$ cat src/hw/rtl/pecs_pkg.sv
// Shared types, widths, register indexes and saturation helpers for the collision step block.
package pecs_pkg;

    localparam int POS_W = 20;
    localparam int VEL_W = 20;

    // shared multiplier: 42 x 21 signed, done as two partial products
    localparam int MUL_A_W = 42;
    localparam int MUL_B_W = 21;
    localparam int MUL_P_W = 63;

    // shared divider: signed dividend, unsigned divisor, 22 quotient bits plus sign
    localparam int DIV_N_W = 63;
    localparam int DIV_D_W = 38;
    localparam int DIV_Q_W = 23;

    // velocity / 60: (|v| * RECIP_60) >> RECIP_SHIFT is exact for |v| <= 2^19
    localparam int RECIP_SHIFT = 25;
    localparam logic signed [MUL_B_W-1:0] RECIP_60 = 21'sd559241;

    localparam logic signed [VEL_W-1:0] VEL_MAX = 20'sd524287;
    localparam logic signed [VEL_W-1:0] VEL_MIN = -20'sd524288;

    localparam logic [2:0] CFG_WINDOW_WIDTH   = 3'd0;
    localparam logic [2:0] CFG_WINDOW_HEIGHT  = 3'd1;
    localparam logic [2:0] CFG_SPRITE_WIDTH   = 3'd2;
    localparam logic [2:0] CFG_SPRITE_HEIGHT  = 3'd3;
    localparam logic [2:0] CFG_PARTICLE_COUNT = 3'd4;

    typedef struct packed {
        logic [POS_W-1:0]        pos_x;
        logic [POS_W-1:0]        pos_y;
        logic signed [VEL_W-1:0] vel_x;
        logic signed [VEL_W-1:0] vel_y;
    } particle_t;

    function automatic logic signed [VEL_W-1:0] neg20(input logic signed [VEL_W-1:0] v);
        logic signed [VEL_W-1:0] r;
        if (v == VEL_MIN)
            r = VEL_MAX;
        else
            r = -v;
        return r;
    endfunction

    // v + q or v - q, saturated to the signed 20-bit range
    function automatic logic signed [VEL_W-1:0] sat_addsub(
        input logic signed [VEL_W-1:0]   v,
        input logic signed [DIV_Q_W-1:0] q,
        input logic                      add
    );
        logic signed [23:0] ve;
        logic signed [23:0] qe;
        logic signed [23:0] s;
        logic signed [VEL_W-1:0] r;
        ve = $signed({{4{v[VEL_W-1]}}, v});
        qe = $signed({q[DIV_Q_W-1], q});
        s  = add ? (ve + qe) : (ve - qe);
        if (s > $signed({{4{1'b0}}, VEL_MAX}))
            r = VEL_MAX;
        else if (s < $signed({{4{1'b1}}, VEL_MIN}))
            r = VEL_MIN;
        else
            r = s[VEL_W-1:0];
        return r;
    endfunction

    // position plus step, held inside [0, win*256-1]
    function automatic logic [POS_W-1:0] adv_pos(
        input logic [POS_W-1:0]          pos,
        input logic signed [DIV_Q_W-1:0] q,
        input logic [11:0]               win
    );
        logic signed [23:0] s;
        logic [POS_W-1:0]   top;
        logic [POS_W-1:0]   r;
        s   = $signed({4'b0, pos}) + $signed({q[DIV_Q_W-1], q});
        top = (win == 12'd0) ? '0 : {win - 12'd1, 8'hFF};
        if (s < 24'sd0)
            r = '0;
        else if (s > $signed({4'b0, top}))
            r = top;
        else
            r = s[POS_W-1:0];
        return r;
    endfunction

endpackage

$ cat src/hw/rtl/pecs_mul.sv
// Shared signed multiplier: 42 x 21 bits, high partial product registered first, then the low one added.
module pecs_mul
    import pecs_pkg::*;
(
    input  logic                      clk,
    input  logic                      rst_n,
    input  logic                      start,
    input  logic signed [MUL_A_W-1:0] a,
    input  logic signed [MUL_B_W-1:0] b,
    output logic                      done,
    output logic signed [MUL_P_W-1:0] prod
);

    logic                      stage_reg;
    logic                      done_reg;
    logic signed [41:0]        hi_reg;
    logic [20:0]               lo_reg;
    logic signed [MUL_B_W-1:0] b_reg;
    logic signed [MUL_P_W-1:0] prod_reg;

    logic signed [41:0]        hi_prod;
    logic signed [42:0]        lo_prod;
    logic signed [MUL_P_W-1:0] prod_next;

    assign hi_prod   = $signed(a[41:21]) * b;
    assign lo_prod   = $signed({1'b0, lo_reg}) * b_reg;
    assign prod_next = $signed({hi_reg, 21'b0}) + $signed({{20{lo_prod[42]}}, lo_prod});

    always_ff @(posedge clk or negedge rst_n)
    begin
        if (!rst_n)
        begin
            stage_reg <= 1'b0;
            done_reg  <= 1'b0;
        end
        else
        begin
            stage_reg <= start;
            done_reg  <= stage_reg;
        end
    end

    always_ff @(posedge clk)
    begin
        if (start)
        begin
            hi_reg <= hi_prod;
            lo_reg <= a[20:0];
            b_reg  <= b;
        end
        if (stage_reg)
            prod_reg <= prod_next;
    end

    assign done = done_reg;
    assign prod = prod_reg;

endmodule

$ cat config.mk
export PLATFORM = sky130hd
export DESIGN_NAME = pecs_mul
export DESIGN_NICKNAME = d
export VERILOG_FILES = /design/src/hw/rtl/pecs_pkg.sv /design/src/hw/rtl/pecs_mul.sv
export SDC_FILE = /design/constraint.sdc
export NUM_CORES = 2
export LEC_CHECK = 0
export BUFFER_PORTS_ARGS = -buffer_cell sky130_fd_sc_hd__buf_2
export CAP_MARGIN = 30
export CORE_ASPECT_RATIO = 1.75
export CORE_MARGIN = 2
export CORE_UTILIZATION = 55
export CTS_CLUSTER_SIZE = 12
export DETAILED_ROUTE_END_ITERATION = 8
export PLACE_DENSITY = 0.84
export SLEW_MARGIN = 20
export SYNTH_ARGS = -nofsm -noshare
export SYNTH_HDL_FRONTEND = slang
export SYNTH_SLANG_ARGS = --single-unit
$ cat constraint.sdc
create_clock -name clk -period 21.9 [get_ports clk]
set_input_delay 1.095 -clock clk [delete_from_list [all_inputs] [get_ports clk]]
set_output_delay 1.095 -clock clk [all_outputs]
set_load 0.03 [all_outputs]
After elaboration in Yosys (flattened, before gate mapping)
Cells that the tools add are included.

Flip-flop bits (word level): 149. Bits of input ports: 66. Output and inout bits: 64. Logic and storage cells: 9.

Add/sub/neg operators: 1. Multiply operators: 2.

Operator list (count): $add A63 B43 Y63 (1); $mul A22 B21 Y43 (1); $mul A21 B21 Y42 (1).

Longest topological paths before layout
Depth in word-level cells: 2. Gate-level depth with buffers: 28.

Least setup slack after synthesis
No wires, ideal clock.

Kind: input to register. Start point: input port a[32]. End point: register hi_reg[27] (data pin). Data arrival time: 7226 ps. Data required time: 21638 ps. Setup slack: 14412 ps. Cell stages on the path: 25. Buffers on the path: 2. Path through: clkbuf_1 > nand2_1 > fa_1 > fa_1 > fa_1 > inv_1 > fa_1 > fa_1 > fa_1 > inv_1 > fa_1 > inv_1 > ha_1 > clkbuf_1 > o21a_1 > o21a_1 > nand3_1 > nand2_1 > o21ai_0 > a21boi_1 > or4_1 > a31o_2 > a21oi_1 > o21bai_1 > xor2_1.

Word-level cells in the longest chain between the ends: 1.

Ends and longest elaborated chain: start, declared (line pecs_mul.sv:8) `input logic signed [MUL_A_W-1:0] a,`; $mul A21 B21 Y42 (line pecs_mul.sv:25) `assign hi_prod = $signed(a[41:21]) * b;`; net hi_prod[27] (line pecs_mul.sv:21) `logic signed [41:0] hi_prod;`; end signal, assigned (line pecs_mul.sv:47) `hi_reg <= hi_prod;`; end, declared (line pecs_mul.sv:16) `logic signed [41:0] hi_reg;`.

The timed path passes the listed nets, and every way through them passes these cells. A chain may end at the register's enable or synchronous reset.

Worst setup path in the final report
Start point: register lo_reg[7]. End point: register prod_reg[46], in the netlist prod[46] (data pin).

Word-level cells in the longest chain between the ends: 2.

Ends and longest elaborated chain: start, declared (line pecs_mul.sv:17) `logic [20:0] lo_reg;`; start signal, assigned (line pecs_mul.sv:48) `lo_reg <= a[20:0];`; $mul A22 B21 Y43 (line pecs_mul.sv:26) `assign lo_prod = $signed({1'b0, lo_reg}) * b_reg;`; $add A63 B43 Y63 (line pecs_mul.sv:27) `assign prod_next = $signed({hi_reg, 21'b0}) + $signed({{20{lo_prod[42]}}, lo_prod});`; net prod_next[46] (line pecs_mul.sv:23) `logic signed [MUL_P_W-1:0] prod_next;`; end signal, assigned (line pecs_mul.sv:52) `prod_reg <= prod_next;`; end, declared (line pecs_mul.sv:19) `logic signed [MUL_P_W-1:0] prod_reg;`.

The timed path passes the listed nets, and every way through them passes these cells.

==> impl_metrics.json <==
{
  "place_congestion": 1.01,
  "timing_hold_violations_final": 0,
  "crit_arrival_ns": 9.00,
  "start_util_pct": 55.4,
  "area_growth_pct": 4.86,
  "fin_skew_ns": 0.0136,
  "regArea_mm2": 0.00447,
  "cts_root_buffer": "clkbuf_16",
  "synth-edff-count": 147,
  "die_y_um": 351,
  "synth.avg_cell_area_um2": 9.71,
  "synth_area_leaders": "fa_1 (44%), ha_1 (12%), edfxtp_1 (12%)",
  "fin_crit_sh_pct": 40.0,
  "yosysWarnings": 0,
  "max-cap-violations": 0,
  "final.setup.tns_ns": 0,
  "worst_path_max_delay_cell": "edfxtp_1",
  "synthMostInstantiatedCell": "inv_1",
  "cp-end-kind": "flip-flop",
  "finalCriticalPeriod_ns": 8.75,
  "die_x_um": 202,
  "largest_reg_flops": 63,
  "setup_viol": 0,
  "yosys-top-cells-count": "inv_1 (963), fa_1 (840), nand2_1 (479), and2_1 (411), ha_1 (353)",
  "drive_gt1_share_pct": 4.98,
  "max_slew_margin_pct": 34.7,
  "synth_top_area_share_pct": 44.4,
  "timing.critical_path.mode_cell": "fa_1",
  "num_vias": 27000,
  "critPathRequiredTime_ns": 22.14,
  "slowest_delay_ns": 0.90,
  "cts_sinks": 149,
  "cp.buffers_inverters": 5,
  "grt_pass1_wl_mm": 160,
  "async_flop_share_pct": 1.34,
  "htreeDepth": 4,
  "fillers": 5705,
  "cts_inserted_buffers": 17,
  "firstDrtPassIters": 5,
  "crit_type": "reg2reg",
  "io_pins": 130,
  "ctsHoldBuffers": 0,
  "worst_setup_path_start_kind": "flip-flop",
  "ys_ff_latch": 149,
  "routed_wl_mm": 101,
  "synthCells": 3900,
  "grt_antenna_before_repair": 15,
  "synth_cell_types": 65,
  "synth_top_area_cell": "fa_1",
  "worst_pin_slew_ns": 0.955,
  "post_cts_buffers": 0,
  "max_clock_freq_mhz": 114,
  "overflow": 0,
  "core_area_mm2": 0.0683,
  "synth_seq_area_share_pct": 11.8,
  "clk_path_buf_depth": 2,
  "grt_max_degree": 65,
  "synth.net_count": 5159,
  "design.die.area_mm2": 0.0710,
  "first_global_vias": 30900,
  "cts.clk_slew.worst_paths_ns": 0.08,
  "rsz0062_at_grt": "false",
  "io_buffers": 129,
  "ant_nets": 0,
  "syn_area_mm2": 0.0379,
  "final_nets": 5145,
  "via_per_inst": 5.63,
  "multi_input_area_mm2": 0.0291,
  "worst-path-max-fanout": 21,
  "hold_path.class": "in2async",
  "cts_tree": "built",
  "crit_family": "adder cells",
  "routedWlPerCell_um": 21.0,
  "drt_iter0_drc": 1748,
  "dp_hpwl_mm": 82.3,
  "final-max-slew-violation-count": 0,
  "synthFlopType": "edfxtp_1",
  "cts_resized": 0,
  "drc": 0,
  "status": "finished, final reports clean",
  "grt_usage_pct": 29.9,
  "rows": 127,
  "worstSkewPairLatency_ns": 0.50
}
-- cells in the final DEF (no fill, tap or decap), types with 21 or more instances in the layout --
| master | count |
|---|---|
| nor2_1 | 65 |
| buf_2 | 128 |
| xnor2_1 | 72 |
| fa_1 | 840 |
| a21o_1 | 42 |
| and2_1 | 411 |
| inv_1 | 963 |
| xor2_1 | 31 |
| a21oi_1 | 78 |
| nand2b_1 | 21 |
| nand2_1 | 479 |
| o21ai_0 | 48 |
| edfxtp_1 | 147 |
| ha_1 | 353 |
-- worst register-to-register path, cell delays in order (launching register included) --
cell,delay (ns)
edfxtp_1,0.90
nand2_1,0.21
fa_1,0.58
inv_1,0.06
fa_1,0.49
inv_1,0.05
fa_1,0.52
inv_1,0.05
fa_1,0.50
fa_1,0.43
fa_1,0.49
inv_1,0.05
fa_1,0.47
inv_1,0.05
ha_1,0.36
o21ai_0,0.13
a22oi_1,0.43
nand2_1,0.13
a2111oi_0,0.87
o32a_1,0.33
nor3b_2,0.25
o221a_2,0.26
a41oi_2,0.37
o21ai_1,0.31
a21oi_2,0.09
xnor2_1,0.14
-- final timing paths --
path / from / to / slack [ns] / cells after the start
worst max-delay path: lo_reg[7] / prod[46] / 13.15 / 25
worst min-delay path: rst_n / done / 0.39 / 1
worst max register to register: lo_reg[7] / prod[46] / 13.15 / 25
worst min register to register: stage_reg / done / 0.61 / 0
max in group asynchronous: rst_n / stage_reg / 21.40 / 1
min in group clk: stage_reg / done / 0.61 / 0
-- through the flow --
step           worst slack [ns]  util [%]  cells  instance area, um^2  hold WS (ns)
5_1_grt                   12.94      58.1   4803                39700         0.389
3_5_place_dp              13.35      57.2   4770                39100         0.608
4_1_cts                   13.42      58.1   4802                39700         0.371
3_3_place_gp              13.52      57.2   4770                39100         0.601
6_report                  13.15      58.1   4804                39700         0.386
2_1_floorplan             14.41         -   3900                37900         0.545
-- cells by family after synthesis --
| group | count (synthesis) | share of synthesized area, % |
|---|---|---|
| XOR/XNOR | 103 | 2.38 |
| flip-flops | 149 | 11.8 |
| AO/OA/AOI/OAI | 276 | 4.87 |
| adder cells (fa/ha/maj) | 1193 | 56.1 |
| buffers and inverters | 1136 | 11.3 |
| AND/OR/NAND/NOR | 1043 | 13.6 |
-- area by class of cell --
type                       count  area share [%]
multi-input combinational   2615            73.4
sequential                   149            11.2
inverter                     964            9.11
tap                          903            2.85
timing repair buffer         139            1.82
clock buffer                  17            1.07
clock inverter                15           0.495
antenna                        2          0.0126
-- layer usage --
layer  track usage, %  wire length [um]
met3             4.94              6170
met5                0               165
met1             28.3             30400
met2             55.8             54200
met4             25.2             10000
Power is not shown: default switching activity piles up to over one toggle a cycle in this logic, so the estimate is an artifact.
