--- src/hw/rtl/pecs_pkg.sv ---
// Shared types, widths, register indexes and saturation helpers for the collision step block.
package pecs_pkg;

    localparam int POS_W = 20;
    localparam int VEL_W = 20;

    // shared multiplier: 42 x 21 signed, done as two partial products
    localparam int MUL_A_W = 42;
    localparam int MUL_B_W = 21;
    localparam int MUL_P_W = 63;

    // shared divider: signed dividend, unsigned divisor, 22 quotient bits plus sign
    localparam int DIV_N_W = 63;
    localparam int DIV_D_W = 38;
    localparam int DIV_Q_W = 23;

    // velocity / 60: (|v| * RECIP_60) >> RECIP_SHIFT is exact for |v| <= 2^19
    localparam int RECIP_SHIFT = 25;
    localparam logic signed [MUL_B_W-1:0] RECIP_60 = 21'sd559241;

    localparam logic signed [VEL_W-1:0] VEL_MAX = 20'sd524287;
    localparam logic signed [VEL_W-1:0] VEL_MIN = -20'sd524288;

    localparam logic [2:0] CFG_WINDOW_WIDTH   = 3'd0;
    localparam logic [2:0] CFG_WINDOW_HEIGHT  = 3'd1;
    localparam logic [2:0] CFG_SPRITE_WIDTH   = 3'd2;
    localparam logic [2:0] CFG_SPRITE_HEIGHT  = 3'd3;
    localparam logic [2:0] CFG_PARTICLE_COUNT = 3'd4;

    typedef struct packed {
        logic [POS_W-1:0]        pos_x;
        logic [POS_W-1:0]        pos_y;
        logic signed [VEL_W-1:0] vel_x;
        logic signed [VEL_W-1:0] vel_y;
    } particle_t;

    function automatic logic signed [VEL_W-1:0] neg20(input logic signed [VEL_W-1:0] v);
        logic signed [VEL_W-1:0] r;
        if (v == VEL_MIN)
            r = VEL_MAX;
        else
            r = -v;
        return r;
    endfunction

    // v + q or v - q, saturated to the signed 20-bit range
    function automatic logic signed [VEL_W-1:0] sat_addsub(
        input logic signed [VEL_W-1:0]   v,
        input logic signed [DIV_Q_W-1:0] q,
        input logic                      add
    );
        logic signed [23:0] ve;
        logic signed [23:0] qe;
        logic signed [23:0] s;
        logic signed [VEL_W-1:0] r;
        ve = $signed({{4{v[VEL_W-1]}}, v});
        qe = $signed({q[DIV_Q_W-1], q});
        s  = add ? (ve + qe) : (ve - qe);
        if (s > $signed({{4{1'b0}}, VEL_MAX}))
            r = VEL_MAX;
        else if (s < $signed({{4{1'b1}}, VEL_MIN}))
            r = VEL_MIN;
        else
            r = s[VEL_W-1:0];
        return r;
    endfunction

    // position plus step, held inside [0, win*256-1]
    function automatic logic [POS_W-1:0] adv_pos(
        input logic [POS_W-1:0]          pos,
        input logic signed [DIV_Q_W-1:0] q,
        input logic [11:0]               win
    );
        logic signed [23:0] s;
        logic [POS_W-1:0]   top;
        logic [POS_W-1:0]   r;
        s   = $signed({4'b0, pos}) + $signed({q[DIV_Q_W-1], q});
        top = (win == 12'd0) ? '0 : {win - 12'd1, 8'hFF};
        if (s < 24'sd0)
            r = '0;
        else if (s > $signed({4'b0, top}))
            r = top;
        else
            r = s[POS_W-1:0];
        return r;
    endfunction

endpackage

--- src/hw/rtl/pecs_div.sv ---
// Shared restoring divider: one quotient bit per cycle, truncation toward zero.
module pecs_div
    import pecs_pkg::*;
(
    input  logic                      clk,
    input  logic                      rst_n,
    input  logic                      start,
    input  logic signed [DIV_N_W-1:0] dividend,
    input  logic [DIV_D_W-1:0]        divisor,
    output logic                      done,
    output logic signed [DIV_Q_W-1:0] quot
);

    localparam int QBITS = DIV_Q_W - 1;
    localparam int SH_W  = DIV_D_W + QBITS - 1;

    logic                busy_reg;
    logic                done_reg;
    logic [4:0]          cnt_reg;
    logic [DIV_N_W-1:0]  rem_reg;
    logic [SH_W-1:0]     dsh_reg;
    logic [QBITS-1:0]    q_reg;
    logic                neg_reg;

    logic [DIV_N_W-1:0]  dsh_ext;
    logic                fits;

    assign dsh_ext = {{(DIV_N_W - SH_W){1'b0}}, dsh_reg};
    assign fits    = rem_reg >= dsh_ext;

    always_ff @(posedge clk or negedge rst_n)
    begin
        if (!rst_n)
        begin
            busy_reg <= 1'b0;
            done_reg <= 1'b0;
            cnt_reg  <= '0;
        end
        else
        begin
            done_reg <= 1'b0;
            if (start)
            begin
                busy_reg <= 1'b1;
                cnt_reg  <= 5'(QBITS - 1);
            end
            else if (busy_reg)
            begin
                if (cnt_reg == 5'd0)
                begin
                    busy_reg <= 1'b0;
                    done_reg <= 1'b1;
                end
                else
                    cnt_reg <= cnt_reg - 5'd1;
            end
        end
    end

    always_ff @(posedge clk)
    begin
        if (start)
        begin
            rem_reg <= dividend[DIV_N_W-1] ? DIV_N_W'(-dividend) : DIV_N_W'(dividend);
            dsh_reg <= {divisor, {(QBITS - 1){1'b0}}};
            neg_reg <= dividend[DIV_N_W-1];
            q_reg   <= '0;
        end
        else if (busy_reg)
        begin
            if (fits)
                rem_reg <= rem_reg - dsh_ext;
            q_reg   <= {q_reg[QBITS-2:0], fits};
            dsh_reg <= dsh_reg >> 1;
        end
    end

    assign done = done_reg;
    assign quot = neg_reg ? -$signed({1'b0, q_reg}) : $signed({1'b0, q_reg});

endmodule

--- config.mk ---
export PLATFORM = sky130hd
export DESIGN_NAME = pecs_div
export DESIGN_NICKNAME = d
export VERILOG_FILES = /design/src/hw/rtl/pecs_pkg.sv /design/src/hw/rtl/pecs_div.sv
export SDC_FILE = /design/constraint.sdc
export NUM_CORES = 1
export LEC_CHECK = 0
export ABC_AREA = 1
export BUFFER_PORTS_ARGS = -buffer_cell sky130_fd_sc_hd__buf_2
export CAP_MARGIN = 5
export CORE_UTILIZATION = 50
export DETAILED_ROUTE_END_ITERATION = 6
export GPL_TIMING_DRIVEN = 0
export PLACE_DENSITY = 0.74
export SETUP_SLACK_MARGIN = 0.1
export SLEW_MARGIN = 20
export SYNTH_ARGS = -nofsm -noshare
export SYNTH_HDL_FRONTEND = slang
export SYNTH_SLANG_ARGS = --single-unit
export TNS_END_PERCENT = 5
--- constraint.sdc ---
create_clock -name clk -period 4.26 [get_ports clk]
set_input_delay 0.639 -clock clk [delete_from_list [all_inputs] [get_ports clk]]
set_output_delay 0.639 -clock clk [all_outputs]
set_load 0.01 [all_outputs]
# Word level (Yosys, flattened, before mapping)
# Cells that the tools add are included.
# op_classes
n_eq_ne	1
reduce_logical	5
n_addsub	4
n_lt_le_gt_ge	1
mux	16
# op_table
operator	count
$mux 63	4
$mux 59	2
$ge 63x59->1	1
$neg 63->63	1
$sub 63x59->63	1
$mux 23	1
$neg 22->23	1
$mux 5	3
$mux 1	6
$logic_not 5->1	1
$sub 5x1->5 const B	1
$reduce_and 2->1	2
$reduce_bool 2->1	2
$ne 2x2->1 const B	1
# word_totals
elab_cells	35
inputBits	104
reg_bits	152
out_inout_bits	24

# Logic depth before layout (Yosys ltp)
# depth
word_depth	4
ltp_mapped	17
mapped_depth_nobuf	17

# Worst setup path after synthesis
# Ideal clock, no wire load.
# synth_path
path_type	reg-to-reg
startpoint	register rem_reg[47]
endpoint	register rem_reg[0], enable pin
path_slack_ps	869
path_buffers	0
t_arrival_ps	2968
t_required_ps	3837
period_less_slack_ps	3391
setup_time_ps	423
path_stages_with_launch	14
path_cell_list	edfxtp_1 ha_1 nand2_1 nor2_1 inv_1 nor2_1 nand2_1 nor2_1 nand2_1 nand4_1 nand2_1 inv_1 nand2_1 nand2_1
# synth_between
elab_chain_cells	3
# synth_lines
item	line_no	rtl
start: declaration	pecs_div.sv:20	logic [DIV_N_W-1:0] rem_reg;
start signal: assignment	pecs_div.sv:64	rem_reg <= dividend[DIV_N_W-1] ? DIV_N_W'(-dividend) : DIV_N_W'(dividend);
start signal: assignment	pecs_div.sv:72	rem_reg <= rem_reg - dsh_ext;
$ge 63x59->1	pecs_div.sv:29	assign fits = rem_reg >= dsh_ext;
$reduce_bool 2->1 (no source line)	n/a	
$reduce_and 2->1 (no source line)	n/a	
# No other way between the ends.
# A chain may end at the register's enable or synchronous reset.

# Worst setup path after layout
# layout_path
startpoint	register rem_reg[4]
endpoint	register rem_reg[30], enable pin
# Same word-level chain as after synthesis.

==> flow_summary.yaml <==
timing:
  clock.fmax_mhz: 301
  worst_pin_slew_ns: 1.13
  setup_tns_ns: 0
  fin_crit_sh_pct: 78.0
  setup_viol: 0
  hold_viol_final: 0
  min_period_ns: 3.32
  rsz0062_at_grt: "false"
  fin_skew_ns: 0.0102
  slew_headroom_pct: 24.9
  finalMaxSlewViolations: 0
logic_synthesis:
  synth_cell_types: 46
  synth.area.top_cells: "nand2_1 (23%), edfxtp_1 (21%), inv_1 (12%)"
  ys_ff_latch: 152
  synth-main-ff-cell: "edfxtp_1"
  synth_edf_count: 102
  synth_top_cell_by_area: "nand2_1"
  synth_top_area_share_pct: 22.5
  netlist_area_um2: 14400
  mappedNetlistNets: 2627
  synth_warnings: 0
  synthArstFlopShare_pct: 4.61
  avgSynthCellArea_um2: 5.87
  syn_inst: 2459
  synth_seq_area_share_pct: 28.4
outcome:
  outcome: "completed"
clock_network:
  clk_pin_slew_ns: 0.07
  clockBufferDepth: 2
  insertion_delay_ns: 0.45
  hold_buffers: 0
  cts_root_buffer: "clkbuf_16"
  htreeDepth: 4
  post_cts_buffers: 0
  cts_tree: "done"
  cts_num_sinks: 152
  cts_resized: 0
  cts_buffers: 17
floorplan:
  start_util_pct: 51.4
  rows: 61
  io_pins: 128
  die_h_um: 172
  dieArea_um2: 29600
  dieWidth_um: 172
  core_um2: 28100
pwr:
  ir_worst_vdd_v: 0.000375
  p_per_area_nw_per_um2: 597
  power_leakage_nw: 8.74
  total_power_mw: 9.66
finish:
  drive_above_1_share_pct: 7.86
  regArea_um2: 4100
  layout_commonest_cell: "nand2_1"
  mostFrequentLayoutCells: "nand2_1 (866), inv_1 (463), nor2_1 (249)"
  largest_reg_flops: 63
  fillers: 2925
  finalNetCount: 2775
  synthToLayoutAreaGrowth_pct: 12.0
  multi_input_area_um2: 8380
global_route:
  grt_max_degree: 40
  grt_pass1_wl_um: 81700
  grt_antenna_before_repair: 1
  grt_usage_pct: 37.2
  grt_pass1_vias: 15100
  grt-ovfl-total: 0
setup_path:
  cpMostUsedCell: "nand2_1"
  cp-end-kind: "flip-flop"
  crit_chain: "ha_1 > nand2_1 > nor2_1 > nand2_1 > nand2_1 > nand2_1 > nand2_1 > nand2_1 > nand2_1 > nand2_1 > nand2_1 > nand2_1 > nand2_4 > buf_12"
  startpoint_type: "flip-flop"
  rr_worst_depth: 14
  cp_max_fo: 39
  critPathKind: "flip-flop to flip-flop"
  arrival_ns: 3.45
  slowest_stage: "ha_1"
  crit_required_ns: 4.39
  cpPeakStageDelay_ns: 0.43
drt:
  drtPass1Iterations: 6
  drt-total-wl_um: 54000
  drc: 0
  drtAntennaViolNets: 0
  vias: 16200
  vias_per_cell: 5.39
  drt_iter0_markers: 1585
  wl_per_cell_um: 18.0
placed_design:
  port_buffers: 127
  hpwl_um: 45000
  place.gp.congestion: 1.03
worst_hold_path:
  hold_class: "input port to asynchronous set/reset pin"
run:
  maxCapViolCount: 0
==> logic make-up (layout without fill, tap and decap cells) <==
family / Yosys count / after routing / synth area share, %
other: 0 / 2 / 0
XOR/XNOR: 20 / 20 / 1.21
AO/OA/AOI/OAI: 294 / 294 / 10.7
AND/OR/NAND/NOR: 1409 / 1409 / 40.4
adder cells (fa/ha/maj): 64 / 64 / 5.60
flip-flops: 152 / 152 / 28.4
buffers and inverters: 520 / 681 / 13.6
==> power by group <==
part           total, mW  switching (mW)  leakage, nW  internal [mW]
registers           2.30           0.204         1.53           2.10
clock network       1.54           0.708        0.291          0.836
logic               5.81            4.05         6.92           1.76
==> synthesized netlist by cell type, types with 2 or more instances <==
cell / instances
a21oi_1: 127
and2_1: 2
buf_1: 8
buf_2: 8
buf_4: 2
clkbuf_1: 34
dfrtp_1: 7
dfxtp_1: 43
edfxtp_1: 102
ha_1: 63
inv_1: 464
inv_2: 2
nand2_1: 867
nand2_2: 6
nand2_4: 4
nand3_1: 183
nand3b_1: 8
nand4_1: 39
nor2_1: 249
nor2_2: 5
nor2_4: 3
nor3_1: 30
nor3_2: 4
nor4_1: 4
o21ai_0: 131
o21ai_1: 15
o21ai_2: 2
o21bai_1: 3
o22ai_1: 4
o31ai_1: 6
xnor2_1: 3
xor2_1: 17
==> stage by stage <==
step | cells | util (%) | hold slack (ns) | instance area [µm²] | setup slack, ns
2_1_floorplan | 2459 | - | 0.343 | 14400 | 0.869
3_3_place_gp | 2964 | 55.4 | 0.469 | 15500 | -0.926
3_5_place_dp | 2966 | 55.5 | 0.470 | 15600 | 0.796
4_1_cts | 2998 | 57.6 | 0.00817 | 16200 | 0.993
5_1_grt | 2998 | 57.6 | 0.0119 | 16200 | 0.731
6_report | 3000 | 57.6 | 0.00651 | 16200 | 0.937
==> layout make-up <==
cell class                 instances  area share [%]
multi-input combinational       1787            51.8
timing repair buffer             129            4.18
clock buffer                      18            2.72
buffer                            52            1.32
tap                              378            2.92
antenna                            2          0.0309
clock inverter                    14           0.820
sequential                       152            25.3
inverter                         468            10.9
==> worst max-delay path, delay by kind of cell, from the launching register on <==
kind / cells / cell delay (ns)
buffers and inverters: 1 / 0.30
flip-flops: 1 / 0.42
adder cells (fa/ha/maj): 1 / 0.43
AND/OR/NAND/NOR: 12 / 1.81
==> per-layer routing <==
| metal | share of wire [%] | wire length, µm | track usage [%] |
|---|---|---|---|
| met3 | 8.2 | 4440 | 6.48 |
| met5 | 0.017 | 9 | 0 |
| met2 | 44 | 23900 | 59.2 |
| met1 | 43 | 23200 | 48.6 |
| met4 | 4.6 | 2480 | 18.1 |
==> worst paths after layout <==
check | startpoint | to | slack, ns
max in group asynchronous | rst_n | done | 4.10
min in group clk | start | neg_reg | 0.40
setup reg to reg | rem_reg[4] | rem_reg[30] | 0.94
hold reg to reg | dsh_reg[12] | dsh_reg[11] | 0.48
setup / recovery | rem_reg[4] | rem_reg[30] | 0.94
hold / removal | rst_n | busy_reg | 0.007
(Power assumes the default switching activity.)
